## src/rtl/b64e_pkg.sv

```systemverilog
// Shared types, constants and the sextet-to-character map for the Base64 encoder.
`default_nettype none

package b64e_pkg;

  // ASCII '=' used for padding
  localparam logic [7:0] PAD_CHAR = 8'h3D;

  // ASCII anchors of the alphabet ranges
  localparam logic [7:0] CHAR_UPPER_A = 8'h41;
  localparam logic [7:0] CHAR_LOWER_A = 8'h61;
  localparam logic [7:0] CHAR_ZERO    = 8'h30;
  localparam logic [7:0] CHAR_PLUS    = 8'h2B;
  localparam logic [7:0] CHAR_SLASH   = 8'h2F;

  // Characters per request at most (two sextets plus two pads)
  localparam int unsigned JOB_CHARS = 4;

  // Position within the current three-byte group
  typedef enum logic [1:0] {
    PH_START = 2'd0,
    PH_ONE   = 2'd1,
    PH_TWO   = 2'd2
  } phase_t;

  // One input request
  typedef struct packed {
    logic [7:0] data_byte;
    logic       last_byte;
  } in_item_t;

  // One result character
  typedef struct packed {
    logic [7:0] out_char;
    logic       message_end;
  } out_item_t;

  // Work handed from front to back: up to four characters for one byte
  typedef struct packed {
    logic [JOB_CHARS-1:0][7:0] chars;
    logic [1:0]                last_idx;  // index of the final character
    logic                      end_flag;  // final character closes the message
  } job_t;

  // Map a 6-bit value onto the standard alphabet
  function automatic logic [7:0] sextet_char(input logic [5:0] v);
    logic [7:0] ext;
    ext = {2'b00, v};
    case (v) inside
      [6'd0:6'd25]:  return CHAR_UPPER_A + ext;
      [6'd26:6'd51]: return CHAR_LOWER_A + ext - 8'd26;
      [6'd52:6'd61]: return CHAR_ZERO + ext - 8'd52;
      6'd62:         return CHAR_PLUS;
      default:       return CHAR_SLASH;
    endcase
  endfunction

endpackage

`default_nettype wire

```

## src/rtl/b64e_front.sv

```systemverilog
// Front end: tracks group position and leftover bits, builds the characters for each byte.
`default_nettype none

module b64e_front (
  input  wire logic             clk,
  input  wire logic             rst,
  input  wire logic             accept,
  input  wire b64e_pkg::in_item_t item,
  output b64e_pkg::job_t        job
);

  b64e_pkg::phase_t phase, phase_next;
  logic [3:0]       carry, carry_next;

  logic [7:0] b;
  logic       last;

  assign b    = item.data_byte;
  assign last = item.last_byte;

  // Next group position and carried bits
  always_comb begin
    phase_next = phase;
    carry_next = carry;
    if (accept) begin
      case (phase)
        b64e_pkg::PH_ONE: begin
          phase_next = b64e_pkg::PH_TWO;
          carry_next = b[3:0];
        end
        b64e_pkg::PH_TWO: begin
          phase_next = b64e_pkg::PH_START;
          carry_next = 4'd0;
        end
        default: begin
          phase_next = b64e_pkg::PH_ONE;
          carry_next = {2'b00, b[1:0]};
        end
      endcase
      if (last) begin
        phase_next = b64e_pkg::PH_START;
        carry_next = 4'd0;
      end
    end
  end

  always_ff @(posedge clk) begin
    if (rst) begin
      phase <= b64e_pkg::PH_START;
      carry <= 4'd0;
    end else begin
      phase <= phase_next;
      carry <= carry_next;
    end
  end

  // Characters produced by the current byte
  always_comb begin
    job.chars    = {b64e_pkg::JOB_CHARS{b64e_pkg::PAD_CHAR}};
    job.last_idx = 2'd0;
    job.end_flag = 1'b0;
    case (phase)
      b64e_pkg::PH_ONE: begin
        job.chars[0] = b64e_pkg::sextet_char({carry[1:0], b[7:4]});
        if (last) begin
          job.chars[1] = b64e_pkg::sextet_char({b[3:0], 2'b00});
          job.last_idx = 2'd2;
          job.end_flag = 1'b1;
        end
      end
      b64e_pkg::PH_TWO: begin
        job.chars[0] = b64e_pkg::sextet_char({carry[3:0], b[7:6]});
        job.chars[1] = b64e_pkg::sextet_char(b[5:0]);
        job.last_idx = 2'd1;
        job.end_flag = last;
      end
      default: begin
        job.chars[0] = b64e_pkg::sextet_char(b[7:2]);
        if (last) begin
          job.chars[1] = b64e_pkg::sextet_char({b[1:0], 4'b0000});
          job.last_idx = 2'd3;
          job.end_flag = 1'b1;
        end
      end
    endcase
  end

endmodule

`default_nettype wire

```

## src/rtl/b64e_queue.sv

```systemverilog
// Small job queue between front and back.
`default_nettype none

module b64e_queue #(
  parameter int unsigned DEPTH = 2
) (
  input  wire logic           clk,
  input  wire logic           rst,
  input  wire logic           wr_en,
  input  wire b64e_pkg::job_t wr_data,
  output logic                full,
  input  wire logic           rd_en,
  output b64e_pkg::job_t      rd_data,
  output logic                empty
);

  localparam int unsigned PTR_W = (DEPTH > 1) ? $clog2(DEPTH) : 1;
  localparam int unsigned CNT_W = $clog2(DEPTH + 1);
  localparam logic [PTR_W-1:0] PTR_LAST = PTR_W'(DEPTH - 1);
  localparam logic [CNT_W-1:0] CNT_FULL = CNT_W'(DEPTH);

  b64e_pkg::job_t   slots [DEPTH];
  logic [PTR_W-1:0] wr_ptr, rd_ptr;
  logic [CNT_W-1:0] count;

  assign full    = (count == CNT_FULL);
  assign empty   = (count == '0);
  assign rd_data = slots[rd_ptr];

  // Storage write
  always_ff @(posedge clk) begin
    if (wr_en) begin
      slots[wr_ptr] <= wr_data;
    end
  end

  // Pointers and fill count
  always_ff @(posedge clk) begin
    if (rst) begin
      wr_ptr <= '0;
      rd_ptr <= '0;
      count  <= '0;
    end else begin
      if (wr_en) begin
        wr_ptr <= (wr_ptr == PTR_LAST) ? '0 : wr_ptr + 1'b1;
      end
      if (rd_en) begin
        rd_ptr <= (rd_ptr == PTR_LAST) ? '0 : rd_ptr + 1'b1;
      end
      if (wr_en && !rd_en) begin
        count <= count + 1'b1;
      end else if (rd_en && !wr_en) begin
        count <= count - 1'b1;
      end
    end
  end

endmodule

`default_nettype wire

```

## src/rtl/b64e_back.sv

```systemverilog
// Back end: holds one job and sends its characters out one per cycle while pop is asserted.
`default_nettype none

module b64e_back (
  input  wire logic              clk,
  input  wire logic              rst,
  input  wire logic              q_empty,
  input  wire b64e_pkg::job_t    q_data,
  output logic                   q_pop,
  output logic                   empty,
  input  wire logic              pop,
  output b64e_pkg::out_item_t    result
);

  b64e_pkg::job_t job;
  logic           valid;
  logic [1:0]     idx;
  logic           taken;
  logic           at_last;

  assign at_last = (idx == job.last_idx);
  assign taken   = valid && pop;
  // Load a new job when idle or when the final character leaves
  assign q_pop   = !q_empty && (!valid || (taken && at_last));

  assign empty              = !valid;
  assign result.out_char    = job.chars[idx];
  assign result.message_end = job.end_flag && at_last;

  // Job payload
  always_ff @(posedge clk) begin
    if (q_pop) begin
      job <= q_data;
    end
  end

  // Occupancy and character index
  always_ff @(posedge clk) begin
    if (rst) begin
      valid <= 1'b0;
      idx   <= 2'd0;
    end else if (q_pop) begin
      valid <= 1'b1;
      idx   <= 2'd0;
    end else if (taken) begin
      if (at_last) begin
        valid <= 1'b0;
        idx   <= 2'd0;
      end else begin
        idx <= idx + 2'd1;
      end
    end
  end

endmodule

`default_nettype wire

```

## src/rtl/base64_stream_encoder_core.sv

```systemverilog
// Top level of the streaming Base64 encoder.
// Bytes go in through a push/full queue port and Base64 characters (A-Z a-z 0-9 + /,
// with '=' padding) come out through an empty/pop port, one character per pop;
// message_end marks the last character of each message. A byte is accepted in any
// cycle while the internal job queue (QUEUE_DEPTH entries) has room. When the block
// is idle, an accepted byte is written into the job queue and then loaded into the
// back end's job register; only then is its first character on the result port.
// Each byte yields one to four characters and the result port delivers one per cycle
// while pop is asserted, so the output side sets the sustained rate: inside a message
// 4 chars per 3 bytes, and a closing byte that needs two pads yields four characters.
`default_nettype none

module base64_stream_encoder_core #(
  parameter int unsigned QUEUE_DEPTH = 2
) (
  input  wire logic                clk,
  input  wire logic                rst,
  input  wire logic                push,
  output logic                     full,
  input  wire b64e_pkg::in_item_t  item,
  output logic                     empty,
  input  wire logic                pop,
  output b64e_pkg::out_item_t      result
);

  logic           accept;
  b64e_pkg::job_t front_job;
  b64e_pkg::job_t q_data;
  logic           q_empty;
  logic           q_pop;

  assign accept = push && !full;

  b64e_front u_front (
    .clk    (clk),
    .rst    (rst),
    .accept (accept),
    .item   (item),
    .job    (front_job)
  );

  b64e_queue #(
    .DEPTH (QUEUE_DEPTH)
  ) u_queue (
    .clk     (clk),
    .rst     (rst),
    .wr_en   (accept),
    .wr_data (front_job),
    .full    (full),
    .rd_en   (q_pop),
    .rd_data (q_data),
    .empty   (q_empty)
  );

  b64e_back u_back (
    .clk     (clk),
    .rst     (rst),
    .q_empty (q_empty),
    .q_data  (q_data),
    .q_pop   (q_pop),
    .empty   (empty),
    .pop     (pop),
    .result  (result)
  );

endmodule

`default_nettype wire

```

## config.mk

```make
export PLATFORM = sky130hd
export DESIGN_NAME = base64_stream_encoder_core
export DESIGN_NICKNAME = d
export VERILOG_FILES = /design/src/rtl/b64e_pkg.sv /design/src/rtl/b64e_front.sv /design/src/rtl/b64e_queue.sv /design/src/rtl/b64e_back.sv /design/src/rtl/base64_stream_encoder_core.sv
export SDC_FILE = /design/constraint.sdc
export NUM_CORES = 1
export LEC_CHECK = 0
export BUFFER_PORTS_ARGS = -buffer_cell sky130_fd_sc_hd__buf_2
export CORE_MARGIN = 5
export CORE_UTILIZATION = 40
export CTS_CLUSTER_SIZE = 12
export DETAILED_ROUTE_END_ITERATION = 10
export GPL_ROUTABILITY_DRIVEN = 0
export PLACE_DENSITY = 0.6
export SYNTH_ARGS = -nofsm -noshare
export SYNTH_HDL_FRONTEND = slang
export SYNTH_SLANG_ARGS = --single-unit
```

## constraint.sdc

```tcl
create_clock -name clk -period 3.4 [get_ports clk]
set_clock_uncertainty 0.2 [all_clocks]
set_input_delay 0.17 -clock clk [delete_from_list [all_inputs] [get_ports clk]]
set_output_delay 0.17 -clock clk [all_outputs]
set_load 0.05 [all_outputs]
```

---- After elaboration in Yosys (flattened, before gate mapping) ----
Memory sizes are Yosys's and may differ from the RTL's. A register that Yosys moved wholly into a read port is not among the register bits.
Index checks and enable logic that the tools add are counted.
word-level totals
  register bits ........................... 29
  bits in writable memories ............... 38
  input bits .............................. 13
  output and inout bits ................... 11
  logic and storage cells ................. 170
  memories ................................ 1
memories
  name           depth  bits a word  rd ports  clocked after Yosys merged registers in  wr ports  line              text
  u_queue.slots  2      19           1         1                                        1         b64e_queue.sv:22  b64e_pkg::job_t slots [DEPTH];
operators by class
  $add $sub $neg .......................... 35
  magnitude comparators ................... 37
  equal/unequal tests ..................... 8
  muxes and demuxes ....................... 43
  reductions and logical operators ........ 37
operators by type and width
  operator                                                            number
  2-to-1 mux 8 bit                                                    21
  adder 7 x 6 -> 8 bit (first input constant)                         12
  less-or-equal comparator 6 bit (second input constant)              12
  subtractor 8 x 5 -> 8 bit (second input constant)                   6
  subtractor 8 x 6 -> 8 bit (second input constant)                   6
  adder 6 x 6 -> 7 bit (first input constant)                         6
  one-hot mux 19 bit (2 select lines)                                 1
  greater-or-equal comparator 6 x 1 -> 1 bit (second input constant)  6
  greater-or-equal comparator 6 x 5 -> 1 bit (second input constant)  6
  greater-or-equal comparator 6 bit (second input constant)           6
  less-or-equal comparator 6 x 5 -> 1 bit (second input constant)     6
  logical AND 1 bit                                                   25
  equality test 6 bit (second input constant)                         4
  2-to-1 mux 3 bit                                                    6
  binary-select mux 8 bit (select 2 bit)                              1
  2-to-1 mux 2 bit                                                    4
  one-hot mux 4 bit (2 select lines)                                  1
  2-to-1 mux 1 bit                                                    7
  nonzero test 2 bit                                                  3
  logical NOT 1 bit                                                   5
  adder 2 x 1 -> 2 bit (second input constant)                        2
  equality test 2 bit (second input constant)                         2
  2-to-1 mux 4 bit                                                    1
  one-hot mux 2 bit (2 select lines)                                  1
  9 further kinds                                                     10

---- Logic depth before layout (Yosys ltp) ----
Gate-level depths: netlist of the first run.
  depth after elaboration ................. 7
  mapped depth ............................ 11
  gate-level depth less buffers ........... 9

---- Cells and area by module ----
From an unflattened synthesis of the first run, not the netlist that was laid out.
unflattened totals
  cell total of the unflattened synthesis .. 649
  area total of the unflattened synthesis .. 7209.4 um2
modules (own cells, without submodules)
  module                      instances  cells each  area an instance (um2)  sequential area each (um2)
  b64e_front                  1          449         3010.4                  120.1
  b64e_queue                  1          131         2731.4                  2202.1
  b64e_back                   1          68          1453.9                  1111.1
  base64_stream_encoder_core  1          1           13.8                    0.0

---- Worst setup path after synthesis of the first run ----
Ideal clock, no wire load.
  kind .................................... reg-to-reg
  start ................................... reg u_back.idx[0]
  end ..................................... reg u_queue.count[1]
  library setup time ...................... 70 ps
  data arrival time ....................... 2936 ps
  required time ........................... 3130 ps
  slack ................................... 195 ps
  stages on the path, launching flop included .. 10
  buffers on the path ..................... 1
  period minus slack after synthesis ...... 3205 ps
  cells stage by stage .................... dfxtp_1 clkbuf_1 xor2_1 nor2_1 nand2_1 a21oi_1 inv_1 ha_1 or3_1 a21oi_1
on the way
  longest elaborated chain between the ends .. 7
  elaborated cells between the ends (all ways) .. 9
  those cells by class .................... eq/ne: 1; mux: 1; reduce/logical: 7
ends and longest elaborated chain
  item                                                           line                              text
  start: declaration                                             b64e_back.sv:17                   logic [1:0] idx;
  start signal: assignment                                       b64e_back.sv:50                   idx <= idx + 2'd1;
  equality test 2 bit (*)                                        b64e_back.sv:21                   assign at_last = (idx == job.last_idx);
  logical AND 1 bit (*)                                          b64e_back.sv:24                   assign q_pop = !q_empty && (!valid || (taken && at_last));
  logical OR 1 bit (*)                                           b64e_back.sv:24
  logical AND 1 bit (*)                                          b64e_back.sv:24
  named net q_pop                                                base64_stream_encoder_core.sv:30  logic q_pop;
  logical NOT 1 bit                                              b64e_queue.sv:50                  if (wr_en && !rd_en) begin
  logical AND 1 bit                                              b64e_queue.sv:50
  2-to-1 mux 2 bit / nonzero test 2 bit (equally long branches)  -
  end signal: assignment                                         b64e_queue.sv:51                  count <= count + 1'b1;
  end signal: assignment                                         b64e_queue.sv:53                  count <= count - 1'b1;
  end: declaration                                               b64e_queue.sv:24                  logic [CNT_W-1:0] count;
Mark *: on every way through the listed nets, which the timed path passes. The rest lies on a longest branch.
A chain may end at the register's enable or synchronous reset.

==> key figures, run 1 <==
STA
  – Final Critical Period: 3.148 ns
  – Final WS setup: 0.2519 ns
  – Setup TNS: 0 ns
  – RSZ-0062 raised after global routing: false
  – Slew @ Worst Pin: 0.8744 ns
  – Max-slew violation count: 0
  – Tcrit/Tclk final: 0.9259
  – Final setup viols: 0
  – Final hold violation count: 0
  – Rel. slew slack: 0.4163
  – Worst hold margin: 0.08280 ns
  – Max Clk Rate: 0.3177 GHz

Pwr
  – Net Sw Frac: 0.3506
  – Pint: 2.198 mW
  – Sequential power share: 0.385
  – Leakage: 2.200 nW
  – Gate power share: 0.353
  – Maximum vdd ir drop: 0.3555 mV
  – Overall power after layout: 3.385 mW
  – Clk pwr share: 0.261
  – Sw power: 1.187 mW
  – Pwr/cell area: 552.6 nW/um^2

Critical path
  – CP Launch Type: flip-flop
  – Crit path max-delay family: simple AND/OR/NAND/NOR gates
  – CP max stage cell: dfxtp_1
  – Crit Path Class: flip-flop to flip-flop
  – CP required: 3.25 ns
  – Reg2Reg Depth: 8
  – CP endpoint kind: flip-flop
  – Critical path depth: 8
  – Crit path largest cell delay: 0.53 ns
  – Crit Path Max Fanout: 14
  – WP data arrival: 3.00 ns
  – WP buf/inv: 1
  – Critical path, cell by cell: inv_1 > ha_1 > a21o_1 > a21oi_1 > a32oi_2 > nor3_1 > a211oi_1 > or3_1

Place
  – Post-DP HPWL: 10.76 mm
  – Cells after DPL: 787
  – IO buf count: 23
  – Dpl cell area: 5812 sq um
  – Post-place setup slack: 0.2314 ns

Yosys
  – Netlist cell types: 70
  – Synthesized net count: 652
  – Predominant post-synthesis flop cell: edfxtp_1
  – Top cell type's share of synthesized area: 0.3146
  – Post-synth ARST share: 0
  – Cells after Synth: 601
  – Cell Area, Synth: 5441 sq um
  – Synth top area cells: edfxtp_1 31%, ha_1 8.7%, dfxtp_1 4.8%
  – Cell taking the most area after synthesis: edfxtp_1
  – Sequential-to-total area share from yosys stat: 0.3624
  – Post-synth EDFFs: 57
  – Register bit total from synthesis: 70
  – Synth Warn #: 0
  – Average cell area after synthesis: 9.054 sq um

Clock network
  – Clk buf depth: 2
  – CTS tree: yes
  – CTS sink cnt: 70
  – Root Driver: clkbuf_16
  – Clock latency on the worst-skew pair: 0.32 ns
  – CTS Buf Count: 9
  – Resize count post-CTS: 0
  – H-tree depth: 3
  – Clock Pin Slew Worst Setup and Hold Paths: 0.05 ns

Final layout
  – Commonest non-fill, non-tap cell in the layout: nand2_1
  – ANT cells: 0
  – Nets: 675
  – Finished Layout Cells: 805
  – Final design utilization: 0.4607
  – Cell area after layout: 6125 sq um
  – Commonest non-fill, non-tap cells in the layout: 58 x nand2_1, 57 x edfxtp_1, 47 x nor2_1
  – Fraction of layout cells with a size suffix above 1: 0.1510
  – Area grow syn2layout: 12.55%

Route
  – Initial DRC Count: 394
  – Detail Route Antenna Nets: 0
  – Routed WL per cell: 18.23 um
  – Via count: 4807
  – DRT Pass-1 Iters: 5
  – Drt drc: 0
  – Vias/cell: 5.971
  – DRT Wirelength: 14.67 mm

Job
  – Max_cap viols: 0

Floorplanning
  – Core region area: 13300 sq um
  – Die Span X: 126.6 um
  – Initial Util: 0.4093
  – FP Rows: 42
  – Num ports: 24
  – Die H: 126.6 um
  – DIE AREA: 16040 sq um

GRT
  – Grt ovf: 0
  – Overall Global Routing Usage: 0.1816
  – Pin count of the biggest net entering global routing: 23
  – Global-route wire length before repair: 23.81 mm
  – Vias in the first global route: 4563
  – Initial antenna violation count: 0

Worst hold path
  – Hold Path Depth: 1
  – Hold WC Path Type: primary input to flip-flop

Outcome
  – Status: completed
-- kinds of logic after synthesis --
kind of cell | count (synthesis) | share of synthesized area
flip-flops | 70 | 0.3624
AO/OA/AOI/OAI | 166 | 0.2118
XOR/XNOR | 36 | 0.05795
AND/OR/NAND/NOR | 203 | 0.1816
multiplexers | 26 | 0.05243
adder cells (fa/ha/maj) | 38 | 0.08738
buffers and inverters | 62 | 0.04645
-- final cells by class --
class	count	area, sq um
Inverter	23	88.84
Sequential cell	70	1972
Clock buffer	16	292.8
Timing Repair Buffer	51	330.3
Tap cell	176	220.2
Multi-Input combinational cell	469	3221
Fill cell	1271	7171
-- path summary, 6_finish.rpt --
check | startpoint | slack, ns | endpoint
worst max register to register | u_front.carry[0] | 0.25 | u_queue.slots[0][6]
worst min-delay path | item[0] | 0.08 | u_queue.slots[1][0]
worst max-delay path | u_front.carry[0] | 0.25 | u_queue.slots[0][6]
worst min register to register | u_back.valid | 0.30 | u_back.valid
-- per-layer routing --
metal  routed length (um)  vias up  GRT usage
li1                     -     2272          -
met1                 6570     2271     0.2481
met2                 6705      223     0.2867
met3                 1038       41    0.03447
met4                  359        0    0.06688
met5                    0        -          0
-- state kept, by name (all words and copies together), names as in the netlist --
signal and count:
u_queue.wr_ptr 1, u_front.phase 2, u_queue.rd_ptr 1, u_back.valid 1
u_back.job 19, u_queue.count 2, u_back.idx 2, u_queue.slots 38
u_front.carry 4
-- cell usage after synthesis, drive strengths merged (3+ instances only) --
| library cell | n |
|---|---|
| a21o | 4 |
| inv | 23 |
| nand2 | 58 |
| a311oi | 3 |
| o21a | 8 |
| o31ai | 5 |
| mux2i | 6 |
| nand2b | 9 |
| and2 | 3 |
| xnor2 | 28 |
| o32ai | 3 |
| ha | 38 |
| or3 | 5 |
| nor3b | 4 |
| nand3 | 17 |
| a221oi | 7 |
| clkbuf | 31 |
| a2111oi | 3 |
| or4 | 3 |
| buf | 8 |
| mux2 | 20 |
| a22oi | 6 |
| a211o | 6 |
| nor2 | 47 |
| o22ai | 3 |
| nor2b | 14 |
| a211oi | 6 |
| nor3 | 22 |
| nand4 | 10 |
| o21ai | 36 |
| a21oi | 33 |
| a221o | 3 |
| o211ai | 3 |
| edfxtp | 57 |
| dfxtp | 13 |
| xor2 | 8 |
| nand3b | 3 |
| a32oi | 5 |
| a31oi | 14 |
-- power groups by stage --
stage | logic [mW] | registers (mW) | clock network [mW]
finish | 1.20 | 1.30 | 0.884
global route | 1.30 | 1.33 | 0.950
CTS | 1.20 | 1.31 | 0.911
detailed placement | 1.19 | 1.33 | 0
global placement | 1.17 | 1.32 | 0
floorplan | 0.918 | 1.27 | 0
-- timing repair --
item                      in CTS  in global routing
hold buffers                   2                  0
hold endpoints to repair       7                  0
setup buffers                  0                  0
-- worst register-to-register path, stage by stage (launching register included) --
cell	delay [ns]
dfxtp_1	0.53
inv_1	0.18
ha_1	0.27
a21o_1	0.18
a21oi_1	0.23
a32oi_2	0.21
nor3_1	0.46
a211oi_1	0.16
or3_1	0.45
Power figures use the tool's default switching activity.
==> inputs of run 2 (changes only) <==
--- a/config.mk
+++ b/config.mk
@@ -6,12 +6,13 @@
 export NUM_CORES = 1
 export LEC_CHECK = 0
 export BUFFER_PORTS_ARGS = -buffer_cell sky130_fd_sc_hd__buf_2
-export CORE_MARGIN = 5
+export CORE_MARGIN = 2
 export CORE_UTILIZATION = 40
 export CTS_CLUSTER_SIZE = 12
 export DETAILED_ROUTE_END_ITERATION = 10
 export GPL_ROUTABILITY_DRIVEN = 0
-export PLACE_DENSITY = 0.6
+export PLACE_DENSITY = 0.59
 export SYNTH_ARGS = -nofsm -noshare
 export SYNTH_HDL_FRONTEND = slang
+export SYNTH_HIERARCHICAL = 1
 export SYNTH_SLANG_ARGS = --single-unit
==> key figures, run 2 <==
Yosys
  – Cell Area, Synth: 7209 sq um (+32%)
  – Sequential-to-total area share from yosys stat: 0.4762 (+0.1138)
  – Synth cell count leaders: 105 x edfxtp_1, 42 x nand2_1, 36 x a21oi_1, 36 x mux2_2, 36 x nor2_1
  – Cells after Synth: 649 (+8.0%)
  – Cell taking the most area after synthesis: edfxtp_1
  – Register bit total from synthesis: 119 (+70%)
  – Synth Warn #: 6 (+6)
  – Top-count cell post-synth: edfxtp_1
  – Average cell area after synthesis: 11.11 sq um (+23%)
  – Netlist cell types: 79 (+13%)
  – Post-synth EDFFs: 105 (+84%)
  – Predominant post-synthesis flop cell: edfxtp_1
  – Synth top area cells: edfxtp_1 44%, mux2_2 5.6%, ha_1 5.6%
  – Top cell type's share of synthesized area: 0.4373 (+0.1228)
  – Post-synth ARST share: 0 (unchanged)

Critical path
  – Reg2Reg Depth: 8 (unchanged)
  – Worst R2R Setup Slack: 0.49 ns (+0.24 ns)
  – Critical path, cell by cell: dlygate4sd3_1 > buf_2 > clkinv_1 > buf_4 > ha_1 > nand2_1 > a32o_1 > nand3_1 > a21o_1 > a221o_1
  – WP data arrival: 2.91 ns (-0.09 ns)
  – CP Launch Type: primary input
  – Reg2reg start: u_front/carry[0]
  – Crit Path Class: primary input to flip-flop
  – CP required: 3.34 ns (+0.09 ns)
  – CP max stage cell: a32o_1
  – Crit Reg-Reg Endpoint: u_queue/slots[1][5]
  – CP endpoint kind: flip-flop
  – Crit path largest cell delay: 0.57 ns (+0.04 ns)
  – Crit Path Max Fanout: 17 (+3)

Final layout
  – Most flops, register: u_queue/slots
  – Commonest non-fill, non-tap cells in the layout: 105 x edfxtp_1, 42 x nand2_1, 36 x nor2_1, 36 x a21oi_1, 36 x mux2_2
  – Fraction of layout cells with a size suffix above 1: 0.2023 (+0.05130)
  – Number of fill cells in the layout: 1623 (+28%)
  – Area grow syn2layout: 12.62% (about the same)
  – Max reg flops: 70 (+84%)
  – Largest regs: u_queue/slots (70), u_back/job (35), u_front/carry (4)
  – Finished Layout Cells: 916 (+14%)
  – Nets: 719 (+6.5%)
  – Commonest non-fill, non-tap cell in the layout: edfxtp_1
  – ANT cells: 0 (unchanged)

STA
  – Worst hold margin: 0.01556 ns (-0.06724 ns)
  – Max Clk Rate: 0.3362 GHz (+5.8%)
  – RSZ-0062 raised after global routing: false
  – Final hold violation count: 0 (unchanged)
  – Slew @ Worst Pin: 0.6531 ns (-0.2213 ns)
  – Rel. slew slack: 0.5637 (+0.1475)
  – Final WS setup: 0.4255 ns (+0.1736 ns)
  – Max-slew violation count: 0 (unchanged)
  – Final setup viols: 0 (unchanged)
  – Final Critical Period: 2.974 ns (-0.1736 ns)
  – Setup TNS: 0 ns (unchanged)
  – Tcrit/Tclk final: 0.8749 (-0.05105)

Pwr
  – Leakage: 2.880 nW (+31%)
  – Overall power after layout: 5.293 mW (+56%)
  – Maximum vdd ir drop: 0.6502 mV (+83%)
  – Pwr/cell area: 651.9 nW/um^2 (+18%)

Clock network
  – H-tree depth: 4 (+1)
  – Clock Pin Slew Worst Setup and Hold Paths: 0.06 ns (about the same)
  – Clk buf depth: 2 (unchanged)
  – Clock latency on the worst-skew pair: 0.40 ns (+0.08 ns)
  – Resize count post-CTS: 0 (unchanged)
  – CTS sink cnt: 119 (+70%)
  – Root Driver: clkbuf_16
  – CTS Buf Count: 17 (+8)
  – CTS tree: yes

Job
  – Max_cap viols: 0 (unchanged)

Outcome
  – Status: completed

GRT
  – Grt ovf: 0 (unchanged)
  – Initial antenna violation count: 0 (unchanged)
  – Vias in the first global route: 5057 (+11%)
  – Pin count of the biggest net entering global routing: 38 (+65%)
  – Global-route wire length before repair: 27.14 mm (+14%)
  – Overall Global Routing Usage: 0.1760 (-0.005573)

Worst hold path
  – Hold Path Depth: 4 (+3)
  – Hold wc startpoint: push
  – WHS Endpoint: u_front/carry[3]
  – Hold WC Path Type: primary input to flip-flop

Route
  – Drt drc: 0 (unchanged)
  – Detail Route Antenna Nets: 0 (unchanged)
  – DRT Pass-1 Iters: 5 (unchanged)
  – DRT Wirelength: 16.85 mm (+15%)
  – Initial DRC Count: 642 (+63%)
  – Vias/cell: 5.834 (-2.3%)
  – Routed WL per cell: 18.40 um (+0.93%)
  – Via count: 5344 (+11%)

Floorplanning
  – DIE AREA: 19110 sq um (+19%)
  – Die H: 138.3 um (+9.2%)
  – Core region area: 17840 sq um (+34%)
  – Num ports: 24 (unchanged)
  – Initial Util: 0.4041 (-0.005184)
  – FP Rows: 49 (+17%)
  – Die Span X: 138.3 um (+9.2%)

Place
  – Post-place setup slack: 0.4320 ns (+0.2006 ns)
  – Post-DP HPWL: 11.67 mm (+8.4%)
  – IO buf count: 23 (unchanged)
  – Cells after DPL: 879 (+12%)
run 2: changes by cell type in the layout (fill, tap and decap cells not counted), moves of 7 or more:
cell / previous run / this run
buf_4: 26 / 18
clkbuf_16: 10 / 17
conb_1: 0 / 16
edfxtp_1: 57 / 105
mux2_2: 20 / 36
nand2_1: 58 / 42
nand2b_1: 9 / 16
nand3_1: 17 / 24
nor2_1: 47 / 36
xnor2_1: 28 / 21
run 2: cell type report:
cell class | instances | area (sq um) | share of cell area
clock buffers | 17 | 425.4 | 0.05240
clock inverters | 15 | 120.1 | 0.01479
inverters | 22 | 82.58 | 0.01017
multi-input cells | 468 | 3471 | 0.4275
flip-flops and latches | 119 | 3433 | 0.4229
well taps | 229 | 286.5 | 0.03529
repair buffers | 46 | 300.3 | 0.03699
run 2: worst max-delay path by stage:
stage,startpoint,end,depth (start not counted)
finish,item[4],u_queue/slots[1][11],10
global route,item[4],u_queue/slots[0][11],10
detailed placement,item[8],u_queue/slots[1][9],9
floorplan,u_queue/count[0],u_queue/slots[0][0],3
global placement,item[5],u_queue/slots[0][5],9
CTS,item[4],u_queue/slots[0][11],10
run 2: what timing repair did:
action | 4_1_cts | 5_1_grt
buffers inserted | 0 | 0
hold buffers | 5 | 0
hold endpoints to repair | 16 | 0
run 2: metal layers:
metal / share of wire / track usage
met5: 0 / 0
met4: 0.013 / 0.05048
met3: 0.066 / 0.03360
met2: 0.48 / 0.2811
met1: 0.45 / 0.2461
run 2: cells by family after synthesis:
logic type	Yosys count	synth area share
other cells	2	0.001042
xor+xnor	28	0.03402
mux	46	0.08504
compound gates	162	0.1652
simple gates	184	0.1307
buf+inv	76	0.05224
fa+ha+maj	32	0.05554
flops	119	0.4762
run 2: critical path: cells and delay by family:
kind | cells | cell delay, ns
adder cells (fa/ha/maj) | 1 | 0.21
AND/OR/NAND/NOR | 2 | 0.28
AO/OA/AOI/OAI | 3 | 1.11
buffers and inverters | 4 | 1.13
run 2: through the flow:
stage / area [sq um] / util
global route: 8119 / 0.4551
floorplan: 7273 / -
detailed placement: 7523 / 0.4217
finish: 8119 / 0.4551
global placement: 7523 / 0.4217
CTS: 8119 / 0.4551
run 2: where the power goes:
group	internal, mW	switching [mW]
clock network	0.943	0.653
registers	2.08	0.113
logic	0.535	0.973
total	3.55	1.74
==> inputs of run 3 (changes only) <==
--- a/config.mk
+++ b/config.mk
@@ -11,7 +11,7 @@
 export CTS_CLUSTER_SIZE = 12
 export DETAILED_ROUTE_END_ITERATION = 10
 export GPL_ROUTABILITY_DRIVEN = 0
-export PLACE_DENSITY = 0.59
+export PLACE_DENSITY = 0.57
 export SYNTH_ARGS = -nofsm -noshare
 export SYNTH_HDL_FRONTEND = slang
 export SYNTH_HIERARCHICAL = 1
==> key figures, run 3 (synthesis gave the netlist of run 2 again) <==
Critical path
  – Crit Path Max Fanout: 13 (-4)
  – Critical path capture point: u_queue/slots[1][10]
  – Reg2Reg Depth: 7 (-1)
  – Critical path, cell by cell: ha_1 > nand2_1 > nor3_1 > a21oi_1 > a41oi_1 > a21oi_1 > o32a_1
  – Crit path largest cell delay: 0.53 ns (-0.04 ns)
  – Crit Reg-Reg Endpoint: u_queue/slots[1][10]
  – Worst path most repeated cell: a21oi_1
  – CP Launch Point: u_front/carry[0]
  – CP max stage cell: ha_1
  – Reg2reg start: u_front/carry[0]
  – WP buf/inv: 0 (-4)
  – Crit path max-delay family: compound AO/OA/AOI/OAI gates
  – Worst R2R Setup Slack: 0.21 ns (-0.28 ns)
  – CP Launch Type: flip-flop
  – CP endpoint kind: flip-flop
  – CP required: 3.33 ns (about the same)
  – Critical path depth: 7 (-3)
  – WP data arrival: 3.12 ns (+0.21 ns)
  – Crit Path Class: flip-flop to flip-flop

Clock network
  – Clock latency on the worst-skew pair: 0.40 ns (about the same)
  – Clk buf depth: 2 (unchanged)
  – H-tree depth: 4 (unchanged)
  – CTS Buf Count: 17 (unchanged)
  – CTS tree: yes
  – Root Driver: clkbuf_16
  – CTS sink cnt: 119 (unchanged)
  – Setup bufs post-CTS: 0 (unchanged)
  – Resize count post-CTS: 0 (unchanged)
  – Clock Pin Slew Worst Setup and Hold Paths: 0.06 ns (about the same)

Route
  – Routed WL per cell: 18.78 um (+2.1%)
  – Drt drc: 0 (unchanged)
  – Via count: 5383 (+0.73%)
  – DRT Pass-1 Iters: 5 (unchanged)
  – Vias/cell: 5.896 (+1.1%)
  – DRT Wirelength: 17.14 mm (+1.7%)
  – Initial DRC Count: 593 (-7.6%)
  – Detail Route Antenna Nets: 0 (unchanged)

Floorplanning
  – DIE AREA: 19110 sq um (unchanged)
  – Num ports: 24 (unchanged)
  – Die H: 138.3 um (unchanged)
  – FP Rows: 49 (unchanged)
  – Die Span X: 138.3 um (unchanged)
  – Initial Util: 0.4041 (unchanged)
  – Core region area: 17840 sq um (unchanged)

STA
  – Final setup viols: 0 (unchanged)
  – Setup TNS: 0 ns (unchanged)
  – Tcrit/Tclk final: 0.9389 (+0.06404)
  – RSZ-0062 raised after global routing: false
  – Final Critical Period: 3.192 ns (+0.2177 ns)
  – Final hold violation count: 0 (unchanged)
  – Max Clk Rate: 0.3133 GHz (-6.8%)
  – Slew @ Worst Pin: 0.6801 ns (+0.02699 ns)
  – Rel. slew slack: 0.5466 (-0.01710)
  – Max-slew violation count: 0 (unchanged)

Final layout
  – Fraction of layout cells with a size suffix above 1: 0.2018 (-0.0005746)
  – Area grow syn2layout: 13.55%
  – Most flops, register: u_queue/slots
  – Number of fill cells in the layout: 1638 (+0.92%)
  – Largest regs: u_queue/slots (70), u_back/job (35), u_front/carry (4)
  – Commonest non-fill, non-tap cells in the layout: 105 x edfxtp_1, 42 x nand2_1, 36 x nor2_1, 36 x a21oi_1, 36 x mux2_2
  – Max reg flops: 70 (unchanged)
  – Nets: 716 (-0.42%)
  – Final design utilization: 0.4589 (+0.003787)
  – Commonest non-fill, non-tap cell in the layout: edfxtp_1
  – ANT cells: 0 (unchanged)
  – Register area: 3433 sq um (unchanged)
  – Finished Layout Cells: 913 (-0.33%)
  – Area of the multi-input gates: 3471 sq um (unchanged)

GRT
  – Initial antenna violation count: 0 (unchanged)
  – Grt ovf: 0 (unchanged)
  – Global-route wire length before repair: 27.23 mm (+0.33%)
  – Vias in the first global route: 5130 (+1.4%)
  – Overall Global Routing Usage: 0.1785 (+0.002475)
  – Pin count of the biggest net entering global routing: 38 (unchanged)

Place
  – IO buf count: 23 (unchanged)
  – Post-DP HPWL: 11.86 mm (+1.7%)
  – Cells after DPL: 878 (-0.11%)

Pwr
  – Leakage: 2.926 nW (+1.6%)
  – Pwr/cell area: 683.3 nW/um^2 (+4.8%)
  – Maximum vdd ir drop: 0.3935 mV (-39%)

Outcome
  – Status: completed

Job
  – Max_cap viols: 0 (unchanged)

Worst hold path
  – Hold WC Path Type: primary input to flip-flop
==> run 3: changes by cell type in the layout (fill, tap and decap cells not counted), sizes merged <==
cell	delta
dlygate4sd3	-2
buf	-1
bufinv	+4
clkinvlp	-5
clkinv	+1
==> run 3: layout make-up <==
cell class,instances,area share
Tap cell,229,0.03500
Multi-Input combinational cell,468,0.4240
Sequential cell,119,0.4194
Clock buffer,17,0.05196
Inverter,22,0.01009
Timing Repair Buffer,43,0.03332
Clock inverter,15,0.02629
==> run 3: worst min path at each step <==
stage,startpoint,end,slack (ns),depth (start not counted)
after floorplan,rst,u_front/carry[0],0.04,1
after global placement,pop,u_back/valid,0.23,2
after detailed placement,pop,u_back/valid,0.24,2
after CTS,item[2],u_front/carry[1],0.001,3
after global routing,item[2],u_front/carry[1],0.02,3
final,item[2],u_front/carry[1],0.03,3
==> run 3: stage by stage <==
step / total power [mW] / cell area, sq um / hold WS [ns] / worst slack (ns)
after floorplan: 3.353 / 7273 / 0.03907 / 0.2549
after global placement: 3.702 / 7516 / 0.2305 / 0.2755
after detailed placement: 3.723 / 7516 / 0.2402 / 0.2996
after CTS: 5.650 / 8187 / 0.001203 / 0.3856
after global routing: 5.857 / 8187 / 0.01972 / 0.1286
final: 5.594 / 8187 / 0.03112 / 0.2078
==> run 3: per-layer routing <==
layer,part of all wire,up-vias,global-route usage,wire length [um]
met1,0.43,2570,0.2386,7334
met4,0.023,0,0.06606,397
met2,0.47,282,0.2895,8118
met5,0,-,0,0
met3,0.075,40,0.03568,1293
li1,-,2491,-,-
==> run 3: report_power, final <==
group | switching (mW) | internal [mW]
sequential | 0.113 | 2.07
combinational | 0.968 | 0.533
clock | 0.661 | 1.24
==> run 3: what timing repair did <==
action                                  CTS  global route
endpoints found under the setup margin    0             0
hold buffers                              3             0
hold endpoints to repair                 15             0
==> run 3: worst reg2reg max path, stage by stage, from the launching register on <==
cell     delay (ns)
dfxtp_1        0.52
ha_1           0.53
nand2_1        0.25
nor3_1         0.45
a21oi_1        0.19
a41oi_1        0.25
a21oi_1        0.14
o32a_1         0.40
